===== src/dtsp_pkg.sv =====
// constants shared by the date-time string parser
package dtsp_pkg;

  localparam int unsigned POS_W = 5;
  localparam int unsigned YEAR_W = 14;
  localparam int unsigned MONTH_W = 4;
  localparam int unsigned DAY_W = 5;
  localparam int unsigned HOUR_W = 5;
  localparam int unsigned MINUTE_W = 6;
  localparam int unsigned DAY_ACC_W = 6;
  localparam int unsigned MINUTE_ACC_W = 7;

  localparam logic [POS_W-1:0] STR_LEN = 5'd16;
  localparam logic [POS_W-1:0] POS_SAT = 5'd17;

  // byte positions inside "YYYY-MM-DD/HH:MM"
  localparam logic [POS_W-1:0] POS_YEAR0 = 5'd0;
  localparam logic [POS_W-1:0] POS_YEAR1 = 5'd1;
  localparam logic [POS_W-1:0] POS_YEAR2 = 5'd2;
  localparam logic [POS_W-1:0] POS_YEAR3 = 5'd3;
  localparam logic [POS_W-1:0] POS_DASH0 = 5'd4;
  localparam logic [POS_W-1:0] POS_MON0 = 5'd5;
  localparam logic [POS_W-1:0] POS_MON1 = 5'd6;
  localparam logic [POS_W-1:0] POS_DASH1 = 5'd7;
  localparam logic [POS_W-1:0] POS_DAY0 = 5'd8;
  localparam logic [POS_W-1:0] POS_DAY1 = 5'd9;
  localparam logic [POS_W-1:0] POS_SLASH = 5'd10;
  localparam logic [POS_W-1:0] POS_HOUR0 = 5'd11;
  localparam logic [POS_W-1:0] POS_HOUR1 = 5'd12;
  localparam logic [POS_W-1:0] POS_COLON = 5'd13;
  localparam logic [POS_W-1:0] POS_MIN0 = 5'd14;
  localparam logic [POS_W-1:0] POS_MIN1 = 5'd15;

  // characters
  localparam logic [7:0] CH_ZERO = 8'h30;
  localparam logic [7:0] CH_ONE = 8'h31;
  localparam logic [7:0] CH_TWO = 8'h32;
  localparam logic [7:0] CH_THREE = 8'h33;
  localparam logic [7:0] CH_SIX = 8'h36;
  localparam logic [7:0] CH_NINE = 8'h39;
  localparam logic [7:0] CH_DASH = 8'h2D;
  localparam logic [7:0] CH_SLASH = 8'h2F;
  localparam logic [7:0] CH_COLON = 8'h3A;

  // month numbers and limits
  localparam logic [MONTH_W-1:0] MON_FEB = 4'd2;
  localparam logic [MONTH_W-1:0] MON_APR = 4'd4;
  localparam logic [MONTH_W-1:0] MON_JUN = 4'd6;
  localparam logic [MONTH_W-1:0] MON_SEP = 4'd9;
  localparam logic [MONTH_W-1:0] MON_NOV = 4'd11;
  localparam logic [4:0] MONTH_MAX = 5'd12;

  localparam logic [DAY_ACC_W-1:0] DAYS_LONG = 6'd31;
  localparam logic [DAY_ACC_W-1:0] DAYS_SHORT = 6'd30;
  localparam logic [DAY_ACC_W-1:0] DAYS_FEB_LEAP = 6'd29;
  localparam logic [DAY_ACC_W-1:0] DAYS_FEB = 6'd28;

  localparam logic [HOUR_W-1:0] HOUR_MAX = 5'd23;
  localparam logic [MINUTE_ACC_W-1:0] MINUTE_MAX = 7'd59;

endpackage


===== src/datetime_string_parser.sv =====
// date-time string parser: streaming check and decode of "YYYY-MM-DD/HH:MM"
//
//   channel | handshake              | payload
//   --------+------------------------+-------------------------------------------
//   byte    | byte_valid, byte_stall | char_in, is_last
//   result  | res_valid, res_stall   | valid_res, year, month, day, hour, minute
//
// one byte per cycle while byte_stall is low; a byte is held in the input register
// and is folded into the accumulators when it leaves it, and the result register
// is loaded on the edge at which its last byte leaves the input register
// a last byte waits in the input register while an earlier result is stalled
// synchronous active-high reset clears position, error flag, accumulators and
// both valid flags
module datetime_string_parser
  import dtsp_pkg::*;
(
  input  logic                clk,
  input  logic                rst,
  input  logic                byte_valid,
  output logic                byte_stall,
  input  logic [7:0]          char_in,
  input  logic                is_last,
  output logic                res_valid,
  input  logic                res_stall,
  output logic                valid_res,
  output logic [YEAR_W-1:0]   year,
  output logic [MONTH_W-1:0]  month,
  output logic [DAY_W-1:0]    day,
  output logic [HOUR_W-1:0]   hour,
  output logic [MINUTE_W-1:0] minute
);

  // input register
  logic       q_valid;
  logic [7:0] q_char;
  logic       q_last;

  // parse state
  logic [POS_W-1:0]        pos;
  logic                    err;
  logic [YEAR_W-1:0]       year_acc;
  logic [MONTH_W-1:0]      month_acc;
  logic [DAY_ACC_W-1:0]    day_acc;
  logic [HOUR_W-1:0]       hour_acc;
  logic [MINUTE_ACC_W-1:0] minute_acc;

  // leap-year tracking, built digit by digit so no mod 100 or mod 400 is needed
  logic hi_div4;   // first two year digits divisible by 4
  logic d2_odd;    // third year digit odd
  logic d2_zero;   // third year digit zero
  logic leap;

  logic [POS_W-1:0]        pos_next;
  logic                    err_next;
  logic [YEAR_W-1:0]       year_next;
  logic [MONTH_W-1:0]      month_next;
  logic [DAY_ACC_W-1:0]    day_next;
  logic [HOUR_W-1:0]       hour_next;
  logic [MINUTE_ACC_W-1:0] minute_next;
  logic                    hi_div4_next;
  logic                    d2_odd_next;
  logic                    d2_zero_next;
  logic                    leap_next;

  logic       fire;
  logic       is_digit;
  logic [3:0] dval;
  logic       lead_ok;
  logic [7:0] lead_hi;

  logic [17:0] year_x10;
  logic [6:0]  month_x10;
  logic [9:0]  day_x10;
  logic [8:0]  hour_x10;
  logic [10:0] minute_x10;
  logic [1:0]  hi_mod4;
  logic [1:0]  lo_mod4;

  logic [DAY_ACC_W-1:0] day_limit;
  logic                 legal;
  logic                 ok;

  // a waiting last byte is the only item that must hold for the result slot
  assign byte_stall = q_valid && q_last && res_valid && res_stall;
  assign fire       = q_valid && !byte_stall;

  always_ff @(posedge clk) begin
    if (rst) begin
      q_valid <= 1'b0;
    end else if (!byte_stall) begin
      q_valid <= byte_valid;
    end
  end

  always_ff @(posedge clk) begin
    if (!byte_stall) begin
      q_char <= char_in;
      q_last <= is_last;
    end
  end

  // highest allowed leading digit of each two-digit field
  always_comb begin
    case (pos)
      POS_MON0:  lead_hi = CH_ONE;
      POS_DAY0:  lead_hi = CH_THREE;
      POS_HOUR0: lead_hi = CH_TWO;
      POS_MIN0:  lead_hi = CH_SIX;
      default:   lead_hi = CH_NINE;
    endcase
  end

  // digit decode of the registered byte
  assign is_digit = (q_char >= CH_ZERO) && (q_char <= CH_NINE);
  assign dval     = q_char[3:0];
  assign lead_ok  = (q_char >= CH_ZERO) && (q_char <= lead_hi);

  // times ten as shift and add
  assign year_x10   = ({4'd0, year_acc} << 3) + ({4'd0, year_acc} << 1) + {14'd0, dval};
  assign month_x10  = ({3'd0, month_acc} << 3) + ({3'd0, month_acc} << 1) + {3'd0, dval};
  assign day_x10    = ({4'd0, day_acc} << 3) + ({4'd0, day_acc} << 1) + {6'd0, dval};
  assign hour_x10   = ({4'd0, hour_acc} << 3) + ({4'd0, hour_acc} << 1) + {5'd0, dval};
  assign minute_x10 = ({4'd0, minute_acc} << 3) + ({4'd0, minute_acc} << 1)
                      + {7'd0, dval};

  // (10a + b) mod 4 equals (2a + b) mod 4
  assign hi_mod4 = {year_acc[0], 1'b0} + dval[1:0];
  assign lo_mod4 = {d2_odd, 1'b0} + dval[1:0];

  always_comb begin
    err_next     = err;
    year_next    = year_acc;
    month_next   = month_acc;
    day_next     = day_acc;
    hour_next    = hour_acc;
    minute_next  = minute_acc;
    hi_div4_next = hi_div4;
    d2_odd_next  = d2_odd;
    d2_zero_next = d2_zero;
    leap_next    = leap;

    case (pos)
      POS_YEAR0: begin
        if ((q_char >= CH_ONE) && (q_char <= CH_NINE)) begin
          year_next = {10'd0, dval};
        end else begin
          err_next = 1'b1;
        end
      end
      POS_YEAR1, POS_YEAR2, POS_YEAR3: begin
        if (is_digit) begin
          year_next = year_x10[YEAR_W-1:0];
          if (pos == POS_YEAR1) begin
            hi_div4_next = (hi_mod4 == 2'd0);
          end
          if (pos == POS_YEAR2) begin
            d2_odd_next  = dval[0];
            d2_zero_next = (dval == 4'd0);
          end
          if (pos == POS_YEAR3) begin
            // century years follow the upper two digits
            leap_next = (d2_zero && dval == 4'd0) ? hi_div4 : (lo_mod4 == 2'd0);
          end
        end else begin
          err_next = 1'b1;
        end
      end
      POS_DASH0, POS_DASH1: begin
        if (q_char != CH_DASH) err_next = 1'b1;
      end
      POS_SLASH: begin
        if (q_char != CH_SLASH) err_next = 1'b1;
      end
      POS_COLON: begin
        if (q_char != CH_COLON) err_next = 1'b1;
      end
      POS_MON0: begin
        if (lead_ok) month_next = dval;
        else err_next = 1'b1;
      end
      POS_MON1: begin
        if (is_digit) begin
          month_next = month_x10[MONTH_W-1:0];
          if (month_x10 == 7'd0 || month_x10 > {2'd0, MONTH_MAX}) err_next = 1'b1;
        end else begin
          err_next = 1'b1;
        end
      end
      POS_DAY0: begin
        if (lead_ok) day_next = {2'd0, dval};
        else err_next = 1'b1;
      end
      POS_DAY1: begin
        if (is_digit) day_next = day_x10[DAY_ACC_W-1:0];
        else err_next = 1'b1;
      end
      POS_HOUR0: begin
        if (lead_ok) hour_next = {1'b0, dval};
        else err_next = 1'b1;
      end
      POS_HOUR1: begin
        if (is_digit) hour_next = hour_x10[HOUR_W-1:0];
        else err_next = 1'b1;
      end
      POS_MIN0: begin
        if (lead_ok) minute_next = {3'd0, dval};
        else err_next = 1'b1;
      end
      POS_MIN1: begin
        if (is_digit) minute_next = minute_x10[MINUTE_ACC_W-1:0];
        else err_next = 1'b1;
      end
      // too long
      default: err_next = 1'b1;
    endcase
  end

  assign pos_next = (pos < POS_SAT) ? pos + 5'd1 : pos;

  // calendar check on the values after this byte
  always_comb begin
    if (month_next == MON_FEB) begin
      day_limit = leap_next ? DAYS_FEB_LEAP : DAYS_FEB;
    end else if (month_next == MON_APR || month_next == MON_JUN ||
                 month_next == MON_SEP || month_next == MON_NOV) begin
      day_limit = DAYS_SHORT;
    end else begin
      day_limit = DAYS_LONG;
    end
  end

  assign legal = (month_next != 4'd0) && ({1'b0, month_next} <= MONTH_MAX) &&
                 (day_next != 6'd0) && (day_next <= day_limit) &&
                 (hour_next <= HOUR_MAX) && (minute_next <= MINUTE_MAX);

  assign ok = !err_next && (pos_next == STR_LEN) && legal;

  // parse state: cleared by reset and after every result
  always_ff @(posedge clk) begin
    if (rst || (fire && q_last)) begin
      pos        <= '0;
      err        <= 1'b0;
      year_acc   <= '0;
      month_acc  <= '0;
      day_acc    <= '0;
      hour_acc   <= '0;
      minute_acc <= '0;
      hi_div4    <= 1'b0;
      d2_odd     <= 1'b0;
      d2_zero    <= 1'b0;
      leap       <= 1'b0;
    end else if (fire) begin
      pos        <= pos_next;
      err        <= err_next;
      year_acc   <= year_next;
      month_acc  <= month_next;
      day_acc    <= day_next;
      hour_acc   <= hour_next;
      minute_acc <= minute_next;
      hi_div4    <= hi_div4_next;
      d2_odd     <= d2_odd_next;
      d2_zero    <= d2_zero_next;
      leap       <= leap_next;
    end
  end

  // result register
  always_ff @(posedge clk) begin
    if (rst) begin
      res_valid <= 1'b0;
    end else if (fire && q_last) begin
      res_valid <= 1'b1;
    end else if (!res_stall) begin
      res_valid <= 1'b0;
    end
  end

  // fields are zeroed on any error
  always_ff @(posedge clk) begin
    if (fire && q_last) begin
      valid_res <= ok;
      year      <= ok ? year_next : '0;
      month     <= ok ? month_next : '0;
      day       <= ok ? day_next[DAY_W-1:0] : '0;
      hour      <= ok ? hour_next : '0;
      minute    <= ok ? minute_next[MINUTE_W-1:0] : '0;
    end
  end

  // a new result needs a last byte processed the cycle before
  a_result_from_last: assert property (@(posedge clk) disable iff (rst)
    $rose(res_valid) |-> $past(fire && q_last))
    else $error("result without a last byte");

  // the parser restarts after every transfer of a last byte
  a_restart: assert property (@(posedge clk) disable iff (rst)
    (fire && q_last) |=> (pos == '0 && !err))
    else $error("parse state not cleared after last byte");

  // position saturates
  a_pos_sat: assert property (@(posedge clk) disable iff (rst)
    pos <= POS_SAT)
    else $error("position past saturation");

  // an invalid result carries all-zero fields
  a_zero_fields: assert property (@(posedge clk) disable iff (rst)
    (res_valid && !valid_res) |->
      (year == '0 && month == '0 && day == '0 && hour == '0 && minute == '0))
    else $error("invalid result with nonzero fields");

endmodule

===== config.mk =====
export PLATFORM = sky130hd
export DESIGN_NAME = datetime_string_parser
export DESIGN_NICKNAME = d
export VERILOG_FILES = /design/src/dtsp_pkg.sv /design/src/datetime_string_parser.sv
export SDC_FILE = /design/constraint.sdc
export NUM_CORES = 1
export LEC_CHECK = 0
export ABC_AREA = 1
export ABC_CLOCK_PERIOD_IN_PS = 7200
export BUFFER_PORTS_ARGS = -buffer_cell sky130_fd_sc_hd__buf_2
export CAP_MARGIN = 10
export CORE_ASPECT_RATIO = 0.75
export CORE_UTILIZATION = 29
export CTS_BUF_LIST = sky130_fd_sc_hd__clkbuf_8 sky130_fd_sc_hd__clkbuf_16
export DETAILED_ROUTE_END_ITERATION = 10
export PLACE_DENSITY = 0.46
export SETUP_SLACK_MARGIN = 0.15
export SLEW_MARGIN = 15
export SYNTH_ARGS = -nofsm -noshare
export SYNTH_HDL_FRONTEND = slang
export SYNTH_SLANG_ARGS = --single-unit

===== constraint.sdc =====
create_clock -name clk -period 7.2 [get_ports clk]
set_input_delay 1.08 -clock clk [delete_from_list [all_inputs] [get_ports clk]]
set_output_delay 1.08 -clock clk [all_outputs]
set_load 0.05 [all_outputs]

# Word-level counts from Yosys, hierarchy flattened
# Index checks and enable logic that the tools add are counted.
# W data, S select, Z words.
# totals
elab_cells,140
register_bits,92
inputBits,13
# op_classes
addsub,13
eq_ne,25
reduce_logical,36
n_lt_le_gt_ge,10
n_mux,35
# op_table
op,n
$eq A5 B4 Y1 const B,8
$mux W14,2
$pmux W14 S2,1
$ne A8 B6 Y1 const B,3
$eq A5 B3 Y1 const B,4
$ge A8 B6 Y1 const B,2
$logic_and A1 B1 Y1,16
$mux W1,16
$pmux W4 S4,1
$mux W5,3
$add A14 B14 Y14,1
$add A14 B4 Y14,1
$add A7 B4 Y7,2
$mux W7,2
$pmux W7 S2,1
$mux W6,2
$pmux W6 S2,1
$eq A5 B2 Y1 const B,2
$pmux W5 S2,1
$eq A4 B3 Y1 const B,2
$eq A4 B4 Y1 const B,2
$le A8 B6 Y1 const B,1
$le A8 B8 Y1,1
$mux W4,2
other kinds (34),42

# Depth between registers and ports, before layout
# depth
ltp_word,17
depth_mapped,35

# Least setup slack after synthesis
# No wires, ideal clock.
# synth_timing
kind,in2reg
start,in res_stall
end,reg day_acc[1]
path_stages,7
slack_ns,3.265
n_path_buf,1
arrival_ns,3.820
setup_time_ns,0.115
required_time_ns,7.085
cell_sequence,a21oi_1 > nor2_1 > inv_1 > clkbuf_1 > a21oi_1 > o21ai_0 > inv_1
# synth_between
elab_chain_cells,5
# synth_lines
item,line,rtl
start: declaration,datetime_string_parser.sv:24,"input logic res_stall,"
$logic_and A1 B1 Y1 (*),datetime_string_parser.sv:84,assign byte_stall = q_valid && q_last && res_valid && res_stall;
$logic_not A1 Y1 (*),-,
$logic_and A1 B1 Y1 (*),datetime_string_parser.sv:85,assign fire = q_valid && !byte_stall;
$logic_and A1 B1 Y1,datetime_string_parser.sv:240,if (rst || (fire && q_last)) begin
$logic_or A1 B1 Y1,datetime_string_parser.sv:240,
end signal: assignment,datetime_string_parser.sv:257,day_acc <= day_next;
end: declaration,datetime_string_parser.sv:43,logic [DAY_ACC_W-1:0] day_acc;
# Every way passes the cells marked *; elsewhere a longest branch is shown, timed or not.
# A chain may end at the register's enable or synchronous reset.

# Worst setup path in the final report
# layout_timing
start,reg pos[0]
end,"reg year[4], data pin"
# layout_between
elab_chain_cells,17
# layout_lines
item,line,rtl
start: declaration,datetime_string_parser.sv:39,logic [POS_W-1:0] pos;
start signal: assignment,datetime_string_parser.sv:253,pos <= pos_next;
$eq A5 B4 Y1 or $eq A5 B3 Y1 (tied branches),"datetime_string_parser.sv:104, datetime_string_parser.sv:142",
$pmux W4 S4,datetime_string_parser.sv:104,case (pos)
$le A8 B8 Y1,datetime_string_parser.sv:116,assign lead_ok = (q_char >= CH_ZERO) && (q_char <= lead_hi);
$logic_and A1 B1 Y1,datetime_string_parser.sv:116,
$mux W4,datetime_string_parser.sv:178,if (lead_ok) month_next = dval;
$pmux W4 S2,datetime_string_parser.sv:142,case (pos)
$eq A4 B3 Y1,datetime_string_parser.sv:224,end else if (month_next == MON_APR || month_next == MON_JUN ||
$logic_or A1 B1 Y1 (2 in series),datetime_string_parser.sv:224,
$logic_or A1 B1 Y1,datetime_string_parser.sv:225,month_next == MON_SEP || month_next == MON_NOV) begin
$mux W1,datetime_string_parser.sv:224,
$mux W2,datetime_string_parser.sv:222,if (month_next == MON_FEB) begin
$le A6 B6 Y1,datetime_string_parser.sv:233,(day_next != 6'd0) && (day_next <= day_limit) &&
$logic_and A1 B1 Y1 (2 in series),datetime_string_parser.sv:233,
$logic_and A1 B1 Y1,datetime_string_parser.sv:234,(hour_next <= HOUR_MAX) && (minute_next <= MINUTE_MAX);
$logic_and A1 B1 Y1,datetime_string_parser.sv:236,assign ok = !err_next && (pos_next == STR_LEN) && legal;
end signal: assignment,datetime_string_parser.sv:282,year <= ok ? year_next : '0;
end: declaration,datetime_string_parser.sv:26,"output logic [YEAR_W-1:0] year,"
# Parallel ways exist; a longest one is shown, timed or not.

==> results.sh <==
export IMPL_cp_max_fo=35
export IMPL_ys_async_sr_fraction_pct=0
export IMPL_grt_antenna_before_repair=0
export IMPL_hold_buffers=0
export IMPL_syn_num_nets=994
export IMPL_synth_edf_count=44
export IMPL_n_antenna_cell=0
export IMPL_cts_buffer_depth=2
export IMPL_cts_made_buffers=9
export IMPL_drive_above_1_share_pct=13.1
export IMPL_fin_area_um2=7520
export IMPL_clk_latency_ns=0.36
export IMPL_cap_viol_max_count=0
export IMPL_wl_um=19400
export IMPL_p_total_mw=1.37
export IMPL_maxSlewHeadroom_pct=34.8
export IMPL_gp_congestion=0.832
export IMPL_cp_required_ns=7.40
export IMPL_hp_class="flip-flop to flip-flop"
export IMPL_grt_pass1_wl_um=30800
export IMPL_route_detailed_drc=0
export IMPL_startpoint_type="flip-flop"
export IMPL_synth_warnings=0
export IMPL_tightest_slew_ns=0.977
export IMPL_avgViaCountPerCell=4.78
export IMPL_finalClockSkew_ns=0.00961
export IMPL_rsz0062_at_grt="no"
export IMPL_peakVddDrop_mv=0.140
export IMPL_status="complete, no violations"
export IMPL_setup_tns_ns=0
export IMPL_hold_slack_ns=0.451
export IMPL_portBuffers=49
export IMPL_die_w_um=177
export IMPL_dp_hpwl_um=14300
export IMPL_gr_total_overflow=0
export IMPL_critPathCaptureType="flip-flop"
export IMPL_cts_root_buffer="clkbuf_16"
export IMPL_core_area_um2=22300
export IMPL_p_per_area_nw_per_um2=183
export IMPL_ys_ff_latch=92
export IMPL_cp_slowest_cell="nand3_4"
export IMPL_cp_common_cell="nand2_1"
export IMPL_io_pins=50
export IMPL_fin_crit_sh_pct=68.2
export IMPL_num_vias=6014
export IMPL_wl_per_cell_um=15.5
export IMPL_die_area_um2=23600
export IMPL_drtAntennaViolNets=0
export IMPL_syn_area_per_cell_um2=7.30
export IMPL_fin_nets=1038
export IMPL_slew_violations=0
export IMPL_dpl_instance_area_um2=7220
export IMPL_synth_yosys_seq_area_share_pct=34.2
export IMPL_clk_pin_slew_ns=0.07
export IMPL_worstPathArrival_ns=5.11
export IMPL_grt_pass1_vias=5497
export IMPL_finalCriticalPeriod_ns=4.91
export IMPL_grt_usage_pct=17.0
export IMPL_synth_main_ff_cell="dfxtp_1"
export IMPL_drt_pass1_iter_count=6
export IMPL_synth_top_area_cell="edfxtp_1"
export IMPL_tritoncts="yes"
export IMPL_fp_dieH_um=133
export IMPL_htreeDepth=3
export IMPL_crit_type="flip-flop to flip-flop"
export IMPL_initial_core_util_pct=29.9
export IMPL_drt_iter0_markers=467
export IMPL_synth_cells=914
export IMPL_synth_cell_types=39
export IMPL_power_leakage_nw=3.52
export IMPL_fillerInstances=2398
export IMPL_crit_path_max_incr_delay_ns=0.49
export IMPL_synth_area_leaders="edfxtp_1, dfxtp_1, ha_1"
export IMPL_final_hold_viol_count=0
export IMPL_cts_resized=0
export IMPL_area_delta_synth_final_pct=12.7
export IMPL_cts_sinks=92
export IMPL_fmax_ghz=0.204
export IMPL_rows=47
export IMPL_synth_top_area_share_pct=19.8
export IMPL_synth_area_um2=6670
export IMPL_setup_viol=0
export IMPL_grt_max_degree=46
export IMPL_cts_setup_buffers=0
worst paths after layout:
check | start | to | slack (ns) | cells past startpoint
max | pos[0]$_SDFFE_PP0P_ | year[4]$_SDFFCE_PN0P_ | 2.29 | 30
min | d2_zero$_SDFFE_PP0P_ | d2_zero$_SDFFE_PP0P_ | 0.45 | 2
min reg2reg | d2_zero$_SDFFE_PP0P_ | d2_zero$_SDFFE_PP0P_ | 0.45 | 2
max reg2reg | pos[0]$_SDFFE_PP0P_ | year[4]$_SDFFCE_PN0P_ | 2.29 | 30
cell usage after synthesis, types with 2 or more instances:
cell and number:
nand2_1 179, ha_1 57, nor2_2 32, fa_1 10, edfxtp_1 44, inv_1 160
a21oi_1 69, xor2_1 3, o211ai_1 20, o31ai_1 2, o21ai_0 65, nand4_1 6
nand3b_1 5, o21ai_1 5, o22ai_1 4, nand3_1 57, or2_2 3, o21bai_1 2
inv_2 13, xnor2_1 7, buf_6 4, o221ai_1 2, nor3_1 6, clkbuf_1 13
a211oi_1 4, dfxtp_1 48, nand2_2 3, buf_2 3, nor2_1 78
layer usage:
| layer | up-vias | track usage (%) | part of all wire, % |
|---|---|---|---|
| met3 | 18 | 3.31 | 4.2 |
| li1 | 3064 | - | - |
| met1 | 2784 | 25.0 | 53 |
| met2 | 148 | 25.1 | 41 |
| met5 | - | 0 | 0 |
| met4 | 0 | 4.31 | 1.3 |
state kept, by name, indices dropped and copies added, names as in the netlist, 6 cells and up:
| name | count |
|---|---|
| year | 14 |
| year_acc | 14 |
| minute | 6 |
| day_acc | 6 |
| minute_acc | 7 |
| q_char | 8 |
power breakdown:
| group | internal, mW | switching, mW |
|---|---|---|
| Sequential | 0.571 | 0.0264 |
| Combinational | 0.0871 | 0.196 |
| Clock | 0.270 | 0.224 |
| Total | 0.928 | 0.446 |
per-stage QoR:
| step | util (%) | instances | worst slack [ns] |
|---|---|---|---|
| finish | 33.7 | 1257 | 2.29 |
| global route | 33.7 | 1257 | 1.65 |
| CTS | 33.7 | 1257 | 2.27 |
| detailed placement | 32.4 | 1241 | 2.31 |
| global placement | 32.4 | 1241 | 2.28 |
| floorplan | - | 914 | 3.26 |
logic make-up (layout without fill, tap and decap cells):
logic type | after synthesis | count (layout) | share of synthesized area [%]
and+or+nand+nor | 371 | 371 | 24.3
buffers and inverters | 195 | 244 | 11.5
AOI/OAI and AO/OA | 179 | 179 | 14.9
DFF | 92 | 92 | 34.2
adders and majority gates | 67 | 67 | 13.7
xor gates and xnor gates | 10 | 10 | 1.31
cell type report:
| type | instances | area, um^2 | share of cell area [%] |
|---|---|---|---|
| Timing Repair Buffer | 54 | 283 | 3.76 |
| Clock buffer | 9 | 225 | 3.00 |
| Sequential cell | 92 | 2280 | 30.4 |
| Multi-Input combinational cell | 627 | 3630 | 48.3 |
| Inverter | 174 | 653 | 8.69 |
| Tap cell | 294 | 368 | 4.89 |
| Clock inverter | 7 | 75.1 | 0.999 |
cell usage in the layout (no fill, tap or decap), drive strengths merged, types with 6 or more instances in the layout:
| master | n |
|---|---|
| nand4 | 6 |
| o21ai | 70 |
| fa | 10 |
| inv | 174 |
| nor2 | 110 |
| buf | 54 |
| xnor2 | 7 |
| nor3 | 6 |
| clkbuf | 9 |
| nand2 | 183 |
| a21oi | 70 |
| edfxtp | 44 |
| dfxtp | 48 |
| o211ai | 20 |
| ha | 57 |
| nand3 | 58 |
critical path, delay by kind of cell (launching register included):
| family | cells | cell delay (ns) |
|---|---|---|
| AOI/OAI and AO/OA | 3 | 0.51 |
| adders and majority gates | 3 | 0.85 |
| DFF | 1 | 0.45 |
| buffers and inverters | 5 | 0.46 |
| and+or+nand+nor | 19 | 2.45 |
Note: power is estimated with default switching activity, not from simulation.
